### src/hdl/dtm_pkg.sv
// ----------------------------------------------------------------------------
// Differential thrust mixer package
// Shared widths, constants, codes and sequencer states of the mixer.
// ----------------------------------------------------------------------------
`default_nettype none

package dtm_pkg;

    localparam int FULL_SCALE   = 10000;
    localparam int DIRECT_STEP  = 500;
    localparam int DIRECT_LIMIT = 10000;
    localparam int CMD_LIMIT    = 10000;

    localparam int DEMAND_W   = 15;
    localparam int MODE_W     = 3;
    localparam int MAX_W      = 14;
    localparam int GAIN_W     = 16;
    localparam int CMD_W      = 15;
    localparam int MAG_W      = 15;
    localparam int CFG_IDX_W  = 2;
    localparam int CFG_DATA_W = 16;
    localparam int GAIN_SHIFT = 15;

    // magnitude of a mixed demand times the thrust limit stays below 2^X_W
    localparam int     X_W         = MAG_W + MAX_W;
    localparam int     RECIP_SHIFT = X_W;
    localparam longint RECIP       = (longint'(1) << RECIP_SHIFT) / FULL_SCALE;
    localparam int     RECIP_W     = $clog2(RECIP + 1);
    localparam int     Q_W         = $clog2(((longint'(1) << X_W) - 1) / FULL_SCALE + 1);
    localparam int     LVL_W       = Q_W + 4;
    localparam int     MUL_A_W     = X_W;
    localparam int     MUL_B_W     = (RECIP_W > GAIN_W) ? RECIP_W : GAIN_W;
    localparam int     PROD_W      = MUL_A_W + MUL_B_W;

    typedef enum logic [3:0] {
        S_IDLE,
        S_SCALE,
        S_RECIP,
        S_CHECK,
        S_FIX,
        S_OVL,
        S_OVR,
        S_CLAMP,
        S_GAIN_L,
        S_GAIN_R,
        S_GAIN_END,
        S_DONE
    } t_state;

    typedef enum logic [MODE_W-1:0] {
        MODE_MIX    = 3'd0,
        MODE_LEFT   = 3'd1,
        MODE_RIGHT  = 3'd2,
        MODE_BOTH   = 3'd3,
        MODE_ROTATE = 3'd4,
        MODE_HOLD_A = 3'd5,
        MODE_HOLD_B = 3'd6,
        MODE_HOLD_C = 3'd7
    } t_mode;

    typedef enum logic [CFG_IDX_W-1:0] {
        CFG_THRUST_CAP = 2'd0,
        CFG_RUDDER_CAP = 2'd1,
        CFG_LEFT_GAIN  = 2'd2,
        CFG_RIGHT_GAIN = 2'd3
    } t_cfg_reg;

endpackage

`default_nettype wire

### src/hdl/dtm_if.sv
// ----------------------------------------------------------------------------
// Differential thrust mixer channels
// Command, result and configuration channels with valid/ready transfer.
// ----------------------------------------------------------------------------
`default_nettype none

interface dtm_cmd_if;
    logic                                valid;
    logic                                ready;
    logic signed [dtm_pkg::DEMAND_W-1:0] thrust_demand;
    logic signed [dtm_pkg::DEMAND_W-1:0] rudder_demand;
    logic        [dtm_pkg::MODE_W-1:0]   mode;
    logic                                step_up;
    logic                                step_down;

    modport source (
        output valid, thrust_demand, rudder_demand, mode, step_up, step_down,
        input  ready
    );
    modport sink (
        input  valid, thrust_demand, rudder_demand, mode, step_up, step_down,
        output ready
    );
endinterface

interface dtm_res_if;
    logic                             valid;
    logic                             ready;
    logic signed [dtm_pkg::CMD_W-1:0] left_command;
    logic signed [dtm_pkg::CMD_W-1:0] right_command;
    logic                             direct_active;

    modport source (
        output valid, left_command, right_command, direct_active,
        input  ready
    );
    modport sink (
        input  valid, left_command, right_command, direct_active,
        output ready
    );
endinterface

interface dtm_cfg_if;
    logic                              valid;
    logic                              ready;
    logic [dtm_pkg::CFG_IDX_W-1:0]     index;
    logic [dtm_pkg::CFG_DATA_W-1:0]    data;

    modport source (
        output valid, index, data,
        input  ready
    );
    modport sink (
        input  valid, index, data,
        output ready
    );
endinterface

`default_nettype wire

### src/hdl/differential_thrust_mixer.sv
// ----------------------------------------------------------------------------
// Differential thrust mixer
// Turns a thrust/rudder demand or a direct step request into left and right
// motor commands in hundredths of a percent.
//
// Channels: i_cmd carries one demand item per transfer, o_res one command
// pair per item, i_cfg writes the thrust limit, rudder limit, left gain and
// right gain (indexes 0 to 3); i_cfg is always ready and must be written
// while idle only, which the block itself does not enforce.
// Mixer items (mode 0) run through one shared multiplier: scale, reciprocal
// and correction for each side, overage shift, clamp and both gains. A new
// item is taken only once the one before has left the sequencer. Direct and
// hold items skip the multiplier. The result sits in an output register;
// i_cmd is ready again as soon as the result has been handed to that
// register, so a stalled receiver holds only the next finished item, which
// then waits in the sequencer. Reset clears the configuration, the direct
// levels and the output valid.
// ----------------------------------------------------------------------------
`default_nettype none

module differential_thrust_mixer (
    input  wire        i_clk,
    input  wire        i_rst_n,
    dtm_cmd_if.sink    i_cmd,
    dtm_cfg_if.sink    i_cfg,
    dtm_res_if.source  o_res
);

    localparam int CMD_W = dtm_pkg::CMD_W;
    localparam int LVL_W = dtm_pkg::LVL_W;
    localparam int Q_W   = dtm_pkg::Q_W;
    localparam int X_W   = dtm_pkg::X_W;
    localparam int MAG_W = dtm_pkg::MAG_W;

    dtm_pkg::t_state r_state, n_state;

    logic [dtm_pkg::MAX_W-1:0]  r_thrust_cap, r_rudder_cap;
    logic [dtm_pkg::GAIN_W-1:0] r_left_gain, r_right_gain;

    logic signed [CMD_W-1:0] r_dir_l, n_dir_l, r_dir_r, n_dir_r;
    logic [MAG_W-1:0]        r_mag_l, n_mag_l, r_mag_r, n_mag_r;
    logic                    r_neg_l, n_neg_l, r_neg_r, n_neg_r;
    logic                    r_side, n_side;
    logic [dtm_pkg::PROD_W-1:0] r_prod, n_prod;
    logic [X_W-1:0]          r_x, n_x;
    logic [Q_W-1:0]          r_q, n_q;
    logic signed [LVL_W-1:0] r_ml, n_ml, r_mr, n_mr;
    logic signed [CMD_W-1:0] r_lcmd, n_lcmd, r_rcmd, n_rcmd;
    logic                    r_direct, n_direct;
    logic                    r_out_valid, n_out_valid;
    logic signed [CMD_W-1:0] r_res_l, n_res_l, r_res_r, n_res_r;
    logic                    r_res_d, n_res_d;

    logic [dtm_pkg::MUL_A_W-1:0] mul_a;
    logic [dtm_pkg::MUL_B_W-1:0] mul_b;

    logic                    in_xfer, out_free, is_mix;
    logic signed [15:0]      mt16, mr16, thr16, rud16, thr_c, rud_c;
    logic signed [16:0]      mix_l, mix_r, abs_l, abs_r;
    logic                    up_eff, dn_eff;
    logic                    l_inc, l_dec, r_inc, r_dec;
    logic signed [CMD_W-1:0] step_l, step_r;
    logic [X_W-1:0]          fix_rem;
    logic [Q_W-1:0]          fix_q;
    logic signed [LVL_W-1:0] fix_lvl, mx_lvl, abs_ml, abs_mr;

    function automatic logic signed [15:0] clamp16(input logic signed [15:0] v,
                                                   input logic signed [15:0] m);
        if (v > m) begin
            return m;
        end else if (v < -m) begin
            return -m;
        end
        return v;
    endfunction

    function automatic logic signed [LVL_W-1:0] clamp_lvl(input logic signed [LVL_W-1:0] v,
                                                          input logic signed [LVL_W-1:0] m);
        if (v > m) begin
            return m;
        end else if (v < -m) begin
            return -m;
        end
        return v;
    endfunction

    function automatic logic signed [CMD_W-1:0] step_level(input logic signed [CMD_W-1:0] lvl,
                                                           input logic inc,
                                                           input logic dec);
        logic signed [CMD_W:0] s;
        logic signed [CMD_W:0] st;
        logic signed [CMD_W:0] lim;
        st  = (CMD_W+1)'(dtm_pkg::DIRECT_STEP);
        lim = (CMD_W+1)'(dtm_pkg::DIRECT_LIMIT);
        s   = {lvl[CMD_W-1], lvl};
        if (inc) begin
            s = s + st;
        end else if (dec) begin
            s = s - st;
        end
        if (s > lim) begin
            s = lim;
        end else if (s < -lim) begin
            s = -lim;
        end
        return $signed(s[CMD_W-1:0]);
    endfunction

    function automatic logic signed [CMD_W-1:0] gain_cmd(
            input logic [dtm_pkg::PROD_W-1:0] p, input logic neg);
        logic [CMD_W-1:0] q;
        q = p[dtm_pkg::GAIN_SHIFT +: CMD_W];
        if (q > CMD_W'(dtm_pkg::CMD_LIMIT)) begin
            q = CMD_W'(dtm_pkg::CMD_LIMIT);
        end
        return neg ? -$signed(q) : $signed(q);
    endfunction

    assign i_cmd.ready = (r_state == dtm_pkg::S_IDLE);
    assign i_cfg.ready = 1'b1;
    assign in_xfer     = i_cmd.valid && i_cmd.ready;
    assign out_free    = !r_out_valid || o_res.ready;
    assign is_mix      = (dtm_pkg::t_mode'(i_cmd.mode) == dtm_pkg::MODE_MIX);

    assign o_res.valid         = r_out_valid;
    assign o_res.left_command  = r_res_l;
    assign o_res.right_command = r_res_r;
    assign o_res.direct_active = r_res_d;

    // mixer front end: clamp and mix
    assign mt16  = $signed({2'b00, r_thrust_cap});
    assign mr16  = $signed({2'b00, r_rudder_cap});
    assign thr16 = 16'(i_cmd.thrust_demand);
    assign rud16 = 16'(i_cmd.rudder_demand);
    assign thr_c = clamp16(thr16, mt16);
    assign rud_c = clamp16(rud16, mr16);
    assign mix_l = 17'(thr_c) + 17'(rud_c);
    assign mix_r = 17'(thr_c) - 17'(rud_c);
    assign abs_l = mix_l[16] ? -mix_l : mix_l;
    assign abs_r = mix_r[16] ? -mix_r : mix_r;

    // direct front end
    assign up_eff = i_cmd.step_up;
    assign dn_eff = !i_cmd.step_up && i_cmd.step_down;

    always_comb begin
        l_inc = 1'b0;
        l_dec = 1'b0;
        r_inc = 1'b0;
        r_dec = 1'b0;
        case (dtm_pkg::t_mode'(i_cmd.mode))
            dtm_pkg::MODE_LEFT: begin
                l_inc = up_eff;
                l_dec = dn_eff;
            end
            dtm_pkg::MODE_RIGHT: begin
                r_inc = up_eff;
                r_dec = dn_eff;
            end
            dtm_pkg::MODE_BOTH: begin
                l_inc = up_eff;
                l_dec = dn_eff;
                r_inc = up_eff;
                r_dec = dn_eff;
            end
            dtm_pkg::MODE_ROTATE: begin
                l_inc = up_eff;
                l_dec = dn_eff;
                r_inc = dn_eff;
                r_dec = up_eff;
            end
            default: begin
            end
        endcase
    end

    assign step_l = step_level(r_dir_l, l_inc, l_dec);
    assign step_r = step_level(r_dir_r, r_inc, r_dec);

    // reciprocal correction and overage helpers
    assign fix_rem = r_x - r_prod[X_W-1:0];
    assign fix_q   = (fix_rem >= X_W'(dtm_pkg::FULL_SCALE)) ? r_q + Q_W'(1) : r_q;
    assign fix_lvl = (r_side ? r_neg_r : r_neg_l) ? -$signed(LVL_W'(fix_q))
                                                  : $signed(LVL_W'(fix_q));
    assign mx_lvl  = $signed(LVL_W'(r_thrust_cap));
    assign abs_ml  = r_ml[LVL_W-1] ? -r_ml : r_ml;
    assign abs_mr  = r_mr[LVL_W-1] ? -r_mr : r_mr;

    assign n_prod = dtm_pkg::PROD_W'(mul_a) * dtm_pkg::PROD_W'(mul_b);

    // next state
    always_comb begin
        n_state = r_state;
        unique case (r_state)
            dtm_pkg::S_IDLE: begin
                if (in_xfer) begin
                    n_state = is_mix ? dtm_pkg::S_SCALE : dtm_pkg::S_DONE;
                end
            end
            dtm_pkg::S_SCALE:    n_state = dtm_pkg::S_RECIP;
            dtm_pkg::S_RECIP:    n_state = dtm_pkg::S_CHECK;
            dtm_pkg::S_CHECK:    n_state = dtm_pkg::S_FIX;
            dtm_pkg::S_FIX:      n_state = r_side ? dtm_pkg::S_OVL : dtm_pkg::S_SCALE;
            dtm_pkg::S_OVL:      n_state = dtm_pkg::S_OVR;
            dtm_pkg::S_OVR:      n_state = dtm_pkg::S_CLAMP;
            dtm_pkg::S_CLAMP:    n_state = dtm_pkg::S_GAIN_L;
            dtm_pkg::S_GAIN_L:   n_state = dtm_pkg::S_GAIN_R;
            dtm_pkg::S_GAIN_R:   n_state = dtm_pkg::S_GAIN_END;
            dtm_pkg::S_GAIN_END: n_state = dtm_pkg::S_DONE;
            dtm_pkg::S_DONE: begin
                if (out_free) begin
                    n_state = dtm_pkg::S_IDLE;
                end
            end
            default:             n_state = dtm_pkg::S_IDLE;
        endcase
    end

    // datapath control
    always_comb begin
        n_dir_l     = r_dir_l;
        n_dir_r     = r_dir_r;
        n_mag_l     = r_mag_l;
        n_mag_r     = r_mag_r;
        n_neg_l     = r_neg_l;
        n_neg_r     = r_neg_r;
        n_side      = r_side;
        n_x         = r_x;
        n_q         = r_q;
        n_ml        = r_ml;
        n_mr        = r_mr;
        n_lcmd      = r_lcmd;
        n_rcmd      = r_rcmd;
        n_direct    = r_direct;
        n_res_l     = r_res_l;
        n_res_r     = r_res_r;
        n_res_d     = r_res_d;
        n_out_valid = r_out_valid && !o_res.ready;
        mul_a       = '0;
        mul_b       = '0;
        unique case (r_state)
            dtm_pkg::S_IDLE: begin
                if (in_xfer) begin
                    n_direct = !is_mix;
                    n_side   = 1'b0;
                    if (is_mix) begin
                        n_dir_l = '0;
                        n_dir_r = '0;
                        n_mag_l = abs_l[MAG_W-1:0];
                        n_mag_r = abs_r[MAG_W-1:0];
                        n_neg_l = mix_l[16];
                        n_neg_r = mix_r[16];
                    end else begin
                        n_dir_l = step_l;
                        n_dir_r = step_r;
                        n_lcmd  = step_l;
                        n_rcmd  = step_r;
                    end
                end
            end
            dtm_pkg::S_SCALE: begin
                mul_a = dtm_pkg::MUL_A_W'(r_side ? r_mag_r : r_mag_l);
                mul_b = dtm_pkg::MUL_B_W'(r_thrust_cap);
            end
            dtm_pkg::S_RECIP: begin
                n_x   = r_prod[X_W-1:0];
                mul_a = r_prod[X_W-1:0];
                mul_b = dtm_pkg::MUL_B_W'(dtm_pkg::RECIP);
            end
            dtm_pkg::S_CHECK: begin
                n_q   = r_prod[dtm_pkg::RECIP_SHIFT +: Q_W];
                mul_a = dtm_pkg::MUL_A_W'(r_prod[dtm_pkg::RECIP_SHIFT +: Q_W]);
                mul_b = dtm_pkg::MUL_B_W'(dtm_pkg::FULL_SCALE);
            end
            dtm_pkg::S_FIX: begin
                if (r_side) begin
                    n_mr = fix_lvl;
                end else begin
                    n_ml = fix_lvl;
                end
                n_side = 1'b1;
            end
            dtm_pkg::S_OVL: begin
                if (r_ml > mx_lvl) begin
                    n_mr = r_mr - r_ml + mx_lvl;
                end else if (r_ml < -mx_lvl) begin
                    n_mr = r_mr - r_ml - mx_lvl;
                end
            end
            dtm_pkg::S_OVR: begin
                if (r_mr > mx_lvl) begin
                    n_ml = r_ml - r_mr + mx_lvl;
                end else if (r_mr < -mx_lvl) begin
                    n_ml = r_ml - r_mr - mx_lvl;
                end
            end
            dtm_pkg::S_CLAMP: begin
                n_ml = clamp_lvl(r_ml, mx_lvl);
                n_mr = clamp_lvl(r_mr, mx_lvl);
            end
            dtm_pkg::S_GAIN_L: begin
                mul_a = dtm_pkg::MUL_A_W'(abs_ml[dtm_pkg::MAX_W-1:0]);
                mul_b = dtm_pkg::MUL_B_W'(r_left_gain);
            end
            dtm_pkg::S_GAIN_R: begin
                n_lcmd = gain_cmd(r_prod, r_ml[LVL_W-1]);
                mul_a  = dtm_pkg::MUL_A_W'(abs_mr[dtm_pkg::MAX_W-1:0]);
                mul_b  = dtm_pkg::MUL_B_W'(r_right_gain);
            end
            dtm_pkg::S_GAIN_END: begin
                n_rcmd = gain_cmd(r_prod, r_mr[LVL_W-1]);
            end
            dtm_pkg::S_DONE: begin
                if (out_free) begin
                    n_out_valid = 1'b1;
                    n_res_l     = r_lcmd;
                    n_res_r     = r_rcmd;
                    n_res_d     = r_direct;
                end
            end
            default: begin
            end
        endcase
    end

    always_ff @(posedge i_clk) begin
        if (!i_rst_n) begin
            r_state     <= dtm_pkg::S_IDLE;
            r_out_valid <= 1'b0;
            r_dir_l     <= '0;
            r_dir_r     <= '0;
        end else begin
            r_state     <= n_state;
            r_out_valid <= n_out_valid;
            r_dir_l     <= n_dir_l;
            r_dir_r     <= n_dir_r;
        end
    end

    always_ff @(posedge i_clk) begin
        r_mag_l  <= n_mag_l;
        r_mag_r  <= n_mag_r;
        r_neg_l  <= n_neg_l;
        r_neg_r  <= n_neg_r;
        r_side   <= n_side;
        r_prod   <= n_prod;
        r_x      <= n_x;
        r_q      <= n_q;
        r_ml     <= n_ml;
        r_mr     <= n_mr;
        r_lcmd   <= n_lcmd;
        r_rcmd   <= n_rcmd;
        r_direct <= n_direct;
        r_res_l  <= n_res_l;
        r_res_r  <= n_res_r;
        r_res_d  <= n_res_d;
    end

    always_ff @(posedge i_clk) begin
        if (!i_rst_n) begin
            r_thrust_cap <= '0;
            r_rudder_cap <= '0;
            r_left_gain  <= '0;
            r_right_gain <= '0;
        end else if (i_cfg.valid && i_cfg.ready) begin
            unique case (dtm_pkg::t_cfg_reg'(i_cfg.index))
                dtm_pkg::CFG_THRUST_CAP: r_thrust_cap <= i_cfg.data[dtm_pkg::MAX_W-1:0];
                dtm_pkg::CFG_RUDDER_CAP: r_rudder_cap <= i_cfg.data[dtm_pkg::MAX_W-1:0];
                dtm_pkg::CFG_LEFT_GAIN:  r_left_gain  <= i_cfg.data[dtm_pkg::GAIN_W-1:0];
                dtm_pkg::CFG_RIGHT_GAIN: r_right_gain <= i_cfg.data[dtm_pkg::GAIN_W-1:0];
                default: begin
                end
            endcase
        end
    end

    a_recip_err: assert property (@(posedge i_clk) disable iff (!i_rst_n)
        (r_state == dtm_pkg::S_FIX) |-> (fix_rem < X_W'(2 * dtm_pkg::FULL_SCALE)))
        else $error("reciprocal estimate off by more than one");

    a_dir_range: assert property (@(posedge i_clk) disable iff (!i_rst_n)
        (r_dir_l <= CMD_W'(dtm_pkg::DIRECT_LIMIT)) && (r_dir_l >= -CMD_W'(dtm_pkg::DIRECT_LIMIT))
        && (r_dir_r <= CMD_W'(dtm_pkg::DIRECT_LIMIT))
        && (r_dir_r >= -CMD_W'(dtm_pkg::DIRECT_LIMIT)))
        else $error("direct level out of range");

    a_mix_clear: assert property (@(posedge i_clk) disable iff (!i_rst_n)
        (in_xfer && is_mix) |=> (r_dir_l == '0) && (r_dir_r == '0))
        else $error("direct levels not cleared by mixer item");

    a_clamped: assert property (@(posedge i_clk) disable iff (!i_rst_n)
        (r_state == dtm_pkg::S_GAIN_L) |->
        (r_ml <= mx_lvl) && (r_ml >= -mx_lvl) && (r_mr <= mx_lvl) && (r_mr >= -mx_lvl))
        else $error("mixed level exceeds thrust limit before gain");

    a_res_range: assert property (@(posedge i_clk) disable iff (!i_rst_n)
        r_out_valid |->
        (r_res_l <= CMD_W'(dtm_pkg::CMD_LIMIT)) && (r_res_l >= -CMD_W'(dtm_pkg::CMD_LIMIT))
        && (r_res_r <= CMD_W'(dtm_pkg::CMD_LIMIT))
        && (r_res_r >= -CMD_W'(dtm_pkg::CMD_LIMIT)))
        else $error("motor command out of range");

endmodule

`default_nettype wire
### src/flat_wrapper.sv
// flat-port wrapper written by rule: the top's interface ports become plain ports
module differential_thrust_mixer_flat 
  (i_clk, i_rst_n, i_cmd_valid, i_cmd_thrust_demand, i_cmd_rudder_demand, i_cmd_mode, i_cmd_step_up, i_cmd_step_down, i_cmd_ready, i_cfg_valid, i_cfg_index, i_cfg_data, i_cfg_ready, o_res_valid, o_res_left_command, o_res_right_command, o_res_direct_active, o_res_ready);
  dtm_cmd_if i_cmd_i ();
  dtm_cfg_if i_cfg_i ();
  dtm_res_if o_res_i ();
  input  wire i_clk;
  input  wire i_rst_n;
  input wire logic [$bits(i_cmd_i.valid)-1:0] i_cmd_valid;
  input wire logic [$bits(i_cmd_i.thrust_demand)-1:0] i_cmd_thrust_demand;
  input wire logic [$bits(i_cmd_i.rudder_demand)-1:0] i_cmd_rudder_demand;
  input wire logic [$bits(i_cmd_i.mode)-1:0] i_cmd_mode;
  input wire logic [$bits(i_cmd_i.step_up)-1:0] i_cmd_step_up;
  input wire logic [$bits(i_cmd_i.step_down)-1:0] i_cmd_step_down;
  output wire logic [$bits(i_cmd_i.ready)-1:0] i_cmd_ready;
  input wire logic [$bits(i_cfg_i.valid)-1:0] i_cfg_valid;
  input wire logic [$bits(i_cfg_i.index)-1:0] i_cfg_index;
  input wire logic [$bits(i_cfg_i.data)-1:0] i_cfg_data;
  output wire logic [$bits(i_cfg_i.ready)-1:0] i_cfg_ready;
  output wire logic [$bits(o_res_i.valid)-1:0] o_res_valid;
  output wire logic [$bits(o_res_i.left_command)-1:0] o_res_left_command;
  output wire logic [$bits(o_res_i.right_command)-1:0] o_res_right_command;
  output wire logic [$bits(o_res_i.direct_active)-1:0] o_res_direct_active;
  input wire logic [$bits(o_res_i.ready)-1:0] o_res_ready;
  assign i_cmd_i.valid = i_cmd_valid;
  assign i_cmd_i.thrust_demand = i_cmd_thrust_demand;
  assign i_cmd_i.rudder_demand = i_cmd_rudder_demand;
  assign i_cmd_i.mode = i_cmd_mode;
  assign i_cmd_i.step_up = i_cmd_step_up;
  assign i_cmd_i.step_down = i_cmd_step_down;
  assign i_cmd_ready = i_cmd_i.ready;
  assign i_cfg_i.valid = i_cfg_valid;
  assign i_cfg_i.index = i_cfg_index;
  assign i_cfg_i.data = i_cfg_data;
  assign i_cfg_ready = i_cfg_i.ready;
  assign o_res_valid = o_res_i.valid;
  assign o_res_left_command = o_res_i.left_command;
  assign o_res_right_command = o_res_i.right_command;
  assign o_res_direct_active = o_res_i.direct_active;
  assign o_res_i.ready = o_res_ready;
  differential_thrust_mixer u_core (.i_clk(i_clk), .i_rst_n(i_rst_n), .i_cmd(i_cmd_i), .i_cfg(i_cfg_i), .o_res(o_res_i));
endmodule
### config.mk
export PLATFORM = sky130hd
export DESIGN_NAME = differential_thrust_mixer_flat
export DESIGN_NICKNAME = d
export VERILOG_FILES = /design/src/hdl/dtm_pkg.sv /design/src/hdl/dtm_if.sv /design/src/hdl/differential_thrust_mixer.sv /design/src/flat_wrapper.sv
export SDC_FILE = /design/constraint.sdc
export NUM_CORES = 2
export LEC_CHECK = 0
export ABC_AREA = 1
export ABC_CLOCK_PERIOD_IN_PS = 18790
export BUFFER_PORTS_ARGS = -buffer_cell sky130_fd_sc_hd__buf_2
export CORE_MARGIN = 3
export CORE_UTILIZATION = 25
export CTS_CLUSTER_SIZE = 25
export DETAILED_ROUTE_END_ITERATION = 16
export GPL_ROUTABILITY_DRIVEN = 0
export GPL_TIMING_DRIVEN = 1
export REMOVE_ABC_BUFFERS = 1
export SETUP_SLACK_MARGIN = 0.3
export SYNTH_ARGS = -nofsm -noshare
export SYNTH_HDL_FRONTEND = slang
export SYNTH_SLANG_ARGS = --single-unit
### constraint.sdc
create_clock -name i_clk -period 18.79 [get_ports i_clk]
set_input_delay 3.758 -clock i_clk [delete_from_list [all_inputs] [get_ports i_clk]]
set_output_delay 3.758 -clock i_clk [all_outputs]
set_load 0.02 [all_outputs]
* After elaboration in Yosys (flattened, before gate mapping)
Cells that the tools add are included.
Operators by class: multiplexer cells 74, multiply operators 1, order comparisons 14, equality and inequality tests 27, reduce and logical (&&, ||, !) cells 31, add/subtract/negate cells 24
Operator list (count):
- 15-bit 2-to-1 mux | 18
- 20-bit 2-to-1 mux | 13
- 16-bit 2-to-1 mux | 11
- 29-bit one-hot mux with 5 select lines | 1
- 20-bit one-hot mux with 3 select lines | 2
- 16-bit one-hot mux with 5 select lines | 1
- 15-bit negator | 4
- 15-bit one-hot mux with 2 select lines | 2
- 4-bit one-hot mux with 12 select lines | 1
- 29-bit by 16-bit multiplier with 45-bit output | 1
- 20-bit by 15-bit adder with 20-bit output | 2
- 20-bit by 15-bit > comparator with 1-bit output | 2
- 20-bit < comparator | 2
- 20-bit by 15-bit subtractor with 20-bit output | 2
- 20-bit subtractor | 2
- 15-bit by 10-bit adder with 16-bit output (second input constant) | 2
- 16-bit by 15-bit > comparator with 1-bit output (second input constant) | 2
- 15-bit by 16-bit < comparator with 1-bit output | 2
- 16-bit by 15-bit < comparator with 1-bit output (second input constant) | 2
- 14-bit negator with 16-bit output | 2
- 15-bit by 10-bit subtractor with 16-bit output (second input constant) | 2
- 15-bit > comparator | 2
- 29-bit by 14-bit >= comparator with 1-bit output (second input constant) | 1
- 29-bit subtractor | 1
- 37 further kinds | 91
Word-level totals: word-level logic and storage cells 195, bits of input ports 58, register bits after elaboration 320, output and inout port bits 34

* Logic depth before layout (Yosys ltp)
word-level depth 11, depth in mapped cells 45, mapped depth without buffers 43

* Worst setup path after synthesis
Ideal clock, no wire load.
path type input -> register, from input i_cmd_rudder_demand[1], to register u_core.r_mag_r[14], data pin, data required time 18.537 ns, slack 10.710 ns, path buffers 2, data arrival time 7.827 ns, library setup time 0.253 ns, stages 32, path through ha_1 > inv_1 > o21bai_1 > a21o_1 > a21oi_1 > o221ai_1 > nand3_1 > o2111ai_1 > xor2_1 > inv_1 > nor2_1 > inv_1 > clkbuf_1 > o21ai_0 > inv_1 > ha_1 > buf_2 > inv_1 > nand2_1 > nand2_1 > a221oi_1 > a21boi_0 > o21ai_0 > a21oi_1 > xor2_1 > nand2_1 > nor2_1 > nand3_1 > nand2_1 > nand2_1 > nand2_1 > nand2_1
Between the ends: cells in the longest elaborated chain, start to end 7, elaborated cells on any way between the ends 9, those cells by class 2 x add/sub; 2 x order compare; 5 x mux
Ends and longest elaborated chain:
- start, declared | line flat_wrapper.sv:11 | input wire logic [$bits(i_cmd_i.rudder_demand)-1:0] i_cmd_rudder_demand;
- 15-bit by 16-bit < comparator with 1-bit output | line differential_thrust_mixer.sv:71 | end else if (v < -m) begin
- 1-bit 2-to-1 mux | line differential_thrust_mixer.sv:71
- 1-bit 2-to-1 mux | line differential_thrust_mixer.sv:69 | if (v > m) begin
- 16-bit 2-to-1 mux (*) | line differential_thrust_mixer.sv:74 | return v;
- 16-bit by 16-bit subtractor with 17-bit output (*) | line differential_thrust_mixer.sv:138 | assign mix_r = 17'(thr_c) - 17'(rud_c);
- 15-bit negator | line differential_thrust_mixer.sv:140 | assign abs_r = mix_r[16] ? -mix_r : mix_r;
- 15-bit 2-to-1 mux (*) | line differential_thrust_mixer.sv:140
- net u_core.abs_r[14] | line differential_thrust_mixer.sv:59 | logic signed [16:0] mix_l, mix_r, abs_l, abs_r;
- end signal, assigned | line differential_thrust_mixer.sv:342 | r_mag_r <= n_mag_r;
- end, declared | line differential_thrust_mixer.sv:41 | logic [MAG_W-1:0] r_mag_l, n_mag_l, r_mag_r, n_mag_r;
The timed path passes the listed nets; every way through them passes the cells marked *. A chain may end at the register's enable or synchronous reset.

* Worst setup path after layout
from input i_cmd_thrust_demand[10], to register u_core.r_mag_l[4], data pin
Between the ends: elaborated cells on any way between the ends 9, those cells by class 2 x add/sub; 2 x order compare; 5 x mux
RTL lines:
- start, declared | line flat_wrapper.sv:10 | input wire logic [$bits(i_cmd_i.thrust_demand)-1:0] i_cmd_thrust_demand;
- 15-bit by 16-bit < comparator with 1-bit output | line differential_thrust_mixer.sv:71
- 1-bit 2-to-1 mux | line differential_thrust_mixer.sv:71
- 1-bit 2-to-1 mux | line differential_thrust_mixer.sv:69
- 16-bit 2-to-1 mux (*) | line differential_thrust_mixer.sv:74
- 16-bit by 16-bit adder with 17-bit output (*) | line differential_thrust_mixer.sv:137 | assign mix_l = 17'(thr_c) + 17'(rud_c);
- net u_core.mix_l[16] | line differential_thrust_mixer.sv:59
- 15-bit 2-to-1 mux (*) | line differential_thrust_mixer.sv:139 | assign abs_l = mix_l[16] ? -mix_l : mix_l;
- net u_core.abs_l[4] | line differential_thrust_mixer.sv:59
- end signal, assigned | line differential_thrust_mixer.sv:341 | r_mag_l <= n_mag_l;
- end, declared | line differential_thrust_mixer.sv:41
Marked as above.

==> metrics.md <==
| Metric | Value |
|---|---|
| Layout cells sized above 1 | 0.0536 |
| FMAX | approximately 110 MHz |
| Peak fanout along the critical path | 30 |
| Setup TNS Final | 0 ns |
| Layout Skew | 0.0436 ns |
| Area of the multi-input gates | approximately 28000 sq um |
| RSZ-0062 raised after global routing | no |
| Post-synthesis average cell area | 7.42 sq um |
| Top post-synthesis cells by area | fa_1, edfxtp_1, ha_1, inv_1, nand2_1 |
| TritonCTS buffer count | 39 |
| Core ar. | about 160000 sq um |
| Synth Cell Area | 41100 sq um |
| Worst Hold Class | flip-flop to flip-flop |
| Slew @ Worst Pin | approximately 1.2 ns |
| Unique masters post-synth | between 60 and 70 |
| Pin count of the biggest net entering global routing | 53 |
| Storage element area | 8180 sq um |
| DRT antenna net count | 0 |
| CTS tree | built |
| Number of gates resized after CTS | 0 |
| Critical path, cell by cell | buf_2 -> ha_1 -> a21oi_1 -> o21ai_0 -> a2111oi_0 -> nand2_1 -> nand3_1 -> nand2_1 -> o21ai_0 -> inv_1 -> fa_1 -> o31ai_1 -> nand3_1 -> o2111ai_1 -> a21oi_1 -> o21bai_1 -> nand2_1 -> a31oi_2 -> inv_2 -> nand2_1 -> xor2_1 |
| H-tree depth | 2 |
| Top_reg_cell synth | edfxtp_1 |
| Post-DP HPWL | 107 mm |
| Number of synthesized flops with an enable pin | 179 |
| Worst path slowest cell | o21ai_0 |
| First-pass GRT wire length | 205 mm |
| Port bufs | 90 |
| Die area | ~170000 sq um |
| DR vias/cell | around 4.7 |
| Largest delay contributor family on the critical path | compound AO/OA/AOI/OAI gates |
| Worst-skew pair later-pin latency | 0.59 ns |
| Antenna diodes | 0 |
| Nets | between 6000 and 7000 |
| CP dominant cell by count | nand2_1 |
| Num ports | 92 |
| DRC | 0 |
| Routed WL per cell | around 17 um |
| WP buf/inv | 3 |
| Die H | between 400 and 500 um |
| Drt first pass iters | 6 |
| Initial Util | 0.252 |
| Crit. End Element | flip-flop |
| Setup Buffers After CTS | 0 |
| Vias in the first global route | between 30000 and 40000 |
| Via count | ~37000 |
| Overall Global Routing Usage | 0.154 |
| Max_cap viols | 0 |
| Endpoints failing setup | 0 |
| Startpoint Class | input pin |
| Worst Path Required | approximately 19 ns |
| Path type of the worst setup path | input pin to flip-flop |
| Hold_buf cts | 0 |
| Synthesized flop and latch total | 319 |
| CTS Buffer Depth | 3 |
| Async S/R FF share, synth | 0 |
| Die width | just over 400 um |
| Std-Cell Rows | 148 |
| Max-slew violation total from the final report | 0 |
| Tcrit/Tclk final | 0.500 |
| Largest stage delay on the critical path | ~0.78 ns |
| R2r setup slk | between 9 and 10 ns |
| Final worst path period need | about 9.4 ns |
| WP data arrival | 9.68 ns |
| Slew HR | 0.201 |
| Status | complete, no violations |
| Clock root buffer | clkbuf_16 |
| Part of the Yosys area used for sequential elements | 0.199 |
| Final Hold Viols | 0 |
| Routed WL | ~130 mm |
| Area Overhead vs Synth | 11.3% |
| Initial antenna violation count | 6 |
| # clock sinks | between 300 and 400 |
| Gate Count Post-Synth | approximately 5500 |
| Yosys top cell area share | 0.186 |
| Largest area contributor in the netlist | fa_1 |
| Grt ovf | 0 |
| Filler cell count | 17513 |
| Clk slew on worst S/H paths | around 0.060 ns |
| Yosys Warn Count | 0 |
| DRT iter0 DRCs | about 3300 |
==> area by class of cell <==
cell class,instances,share of cell area
Clock buffer,57,0.0251
Clock inverter,15,0.00268
Inverter,1227,0.101
Multi-Input combinational cell,3945,0.615
Sequential cell,319,0.179
Tap cell,2175,0.0594
Timing Repair Buffer,142,0.0184
==> synth_stat cells, types with 21 or more instances <==
master,count
nor2_1,433
o21ai_0,299
xor2_1,159
nand3_1,193
ha_1,389
o211ai_1,25
a31oi_1,24
fa_1,382
o22ai_1,24
xnor2_1,50
a221oi_1,21
nand2_1,1063
nand4_1,52
dfxtp_1,140
inv_1,1197
nor3_1,73
nand3b_1,22
a21oi_1,438
clkbuf_1,121
edfxtp_1,179
==> worst paths after layout <==
path	startpoint	endpoint	depth (start not counted)
setup / recovery	i_cmd_thrust_demand[10]	u_core.r_mag_l[4]	21
setup reg to reg	u_core.r_side	u_core.r_prod[41]	27
hold reg to reg	u_core.r_lcmd[7]	u_core.o_res.left_command[7]	0
hold / removal	u_core.r_lcmd[7]	u_core.o_res.left_command[7]	0
==> cells by family after synthesis <==
group,after synthesis,share of synthesized area
xor gates and xnor gates,209,0.0445
adders and majority gates,771,0.304
and+or+nand+nor,1927,0.197
DFF,319,0.199
other,2,0.000183
AOI/OAI and AO/OA,956,0.130
buffers and inverters,1360,0.125
==> layout by cell type, fill, tap and decap left out, types with 15 or more instances in the layout <==
cell       netlist  routed
inv_1         1197    1197
nand3_1        193     193
nand2_2         17      17
o21bai_1        15      15
nor2_1         433     427
dfxtp_1        140     140
o22ai_1         24      24
nand2_1       1063    1063
clkinv_1        14      15
buf_4            1      52
nand4_1         52      52
or2_2           17      17
o21ai_0        299     299
a21oi_1        438     437
o221ai_1        17      17
edfxtp_1       179     179
clkbuf_16        0      41
o211ai_1        25      25
nand3b_1        22      22
xor2_1         159     159
fa_1           382     382
xnor2_1         50      50
nor3_1          73      73
buf_2            5      90
inv_2           16      16
conb_1           2      82
a31oi_1         24      24
a221oi_1        21      21
ha_1           389     389
==> per-stage QoR <==
| step | hold slack, ns | worst slack (ns) | utilization | instance area [sq um] | std cells |
|---|---|---|---|---|---|
| floorplan | 0.400 | 9.55 | - | 40900 | 5491 |
| global placement | 0.405 | 9.08 | 0.273 | 44500 | 7808 |
| detailed placement | 0.405 | 9.03 | 0.273 | 44500 | 7808 |
| CTS | 0.419 | 9.56 | 0.281 | 45800 | 7880 |
| global route | 0.426 | 8.76 | 0.281 | 45800 | 7880 |
| finish | 0.417 | 9.40 | 0.281 | 45800 | 7880 |
==> routing by layer <==
| layer | global-route usage | vias to the layer above | share of wire |
|---|---|---|---|
| met5 | 0 | - | 0.000098 |
| met4 | 0.0502 | 2 | 0.035 |
| met3 | 0.0168 | 232 | 0.068 |
| met2 | 0.258 | 1331 | 0.46 |
| met1 | 0.205 | 17606 | 0.43 |
| li1 | - | 17757 | - |
==> state kept, by name (all words and copies together) (netlist names), 15 cells and up <==
signal,cells
u_core.o_res.right_command,15
u_core.r_ml,20
u_core.r_dir_l,15
u_core.r_left_gain,16
u_core.r_prod,45
u_core.r_mag_r,15
u_core.r_mr,20
u_core.o_res.left_command,15
u_core.r_q,16
u_core.r_right_gain,16
u_core.r_lcmd,15
u_core.r_x,29
u_core.r_rcmd,15
u_core.r_dir_r,15
Power is left out: the tool's default activity adds up to more than one toggle a clock period on the data nets, which glitch-free logic cannot reach.
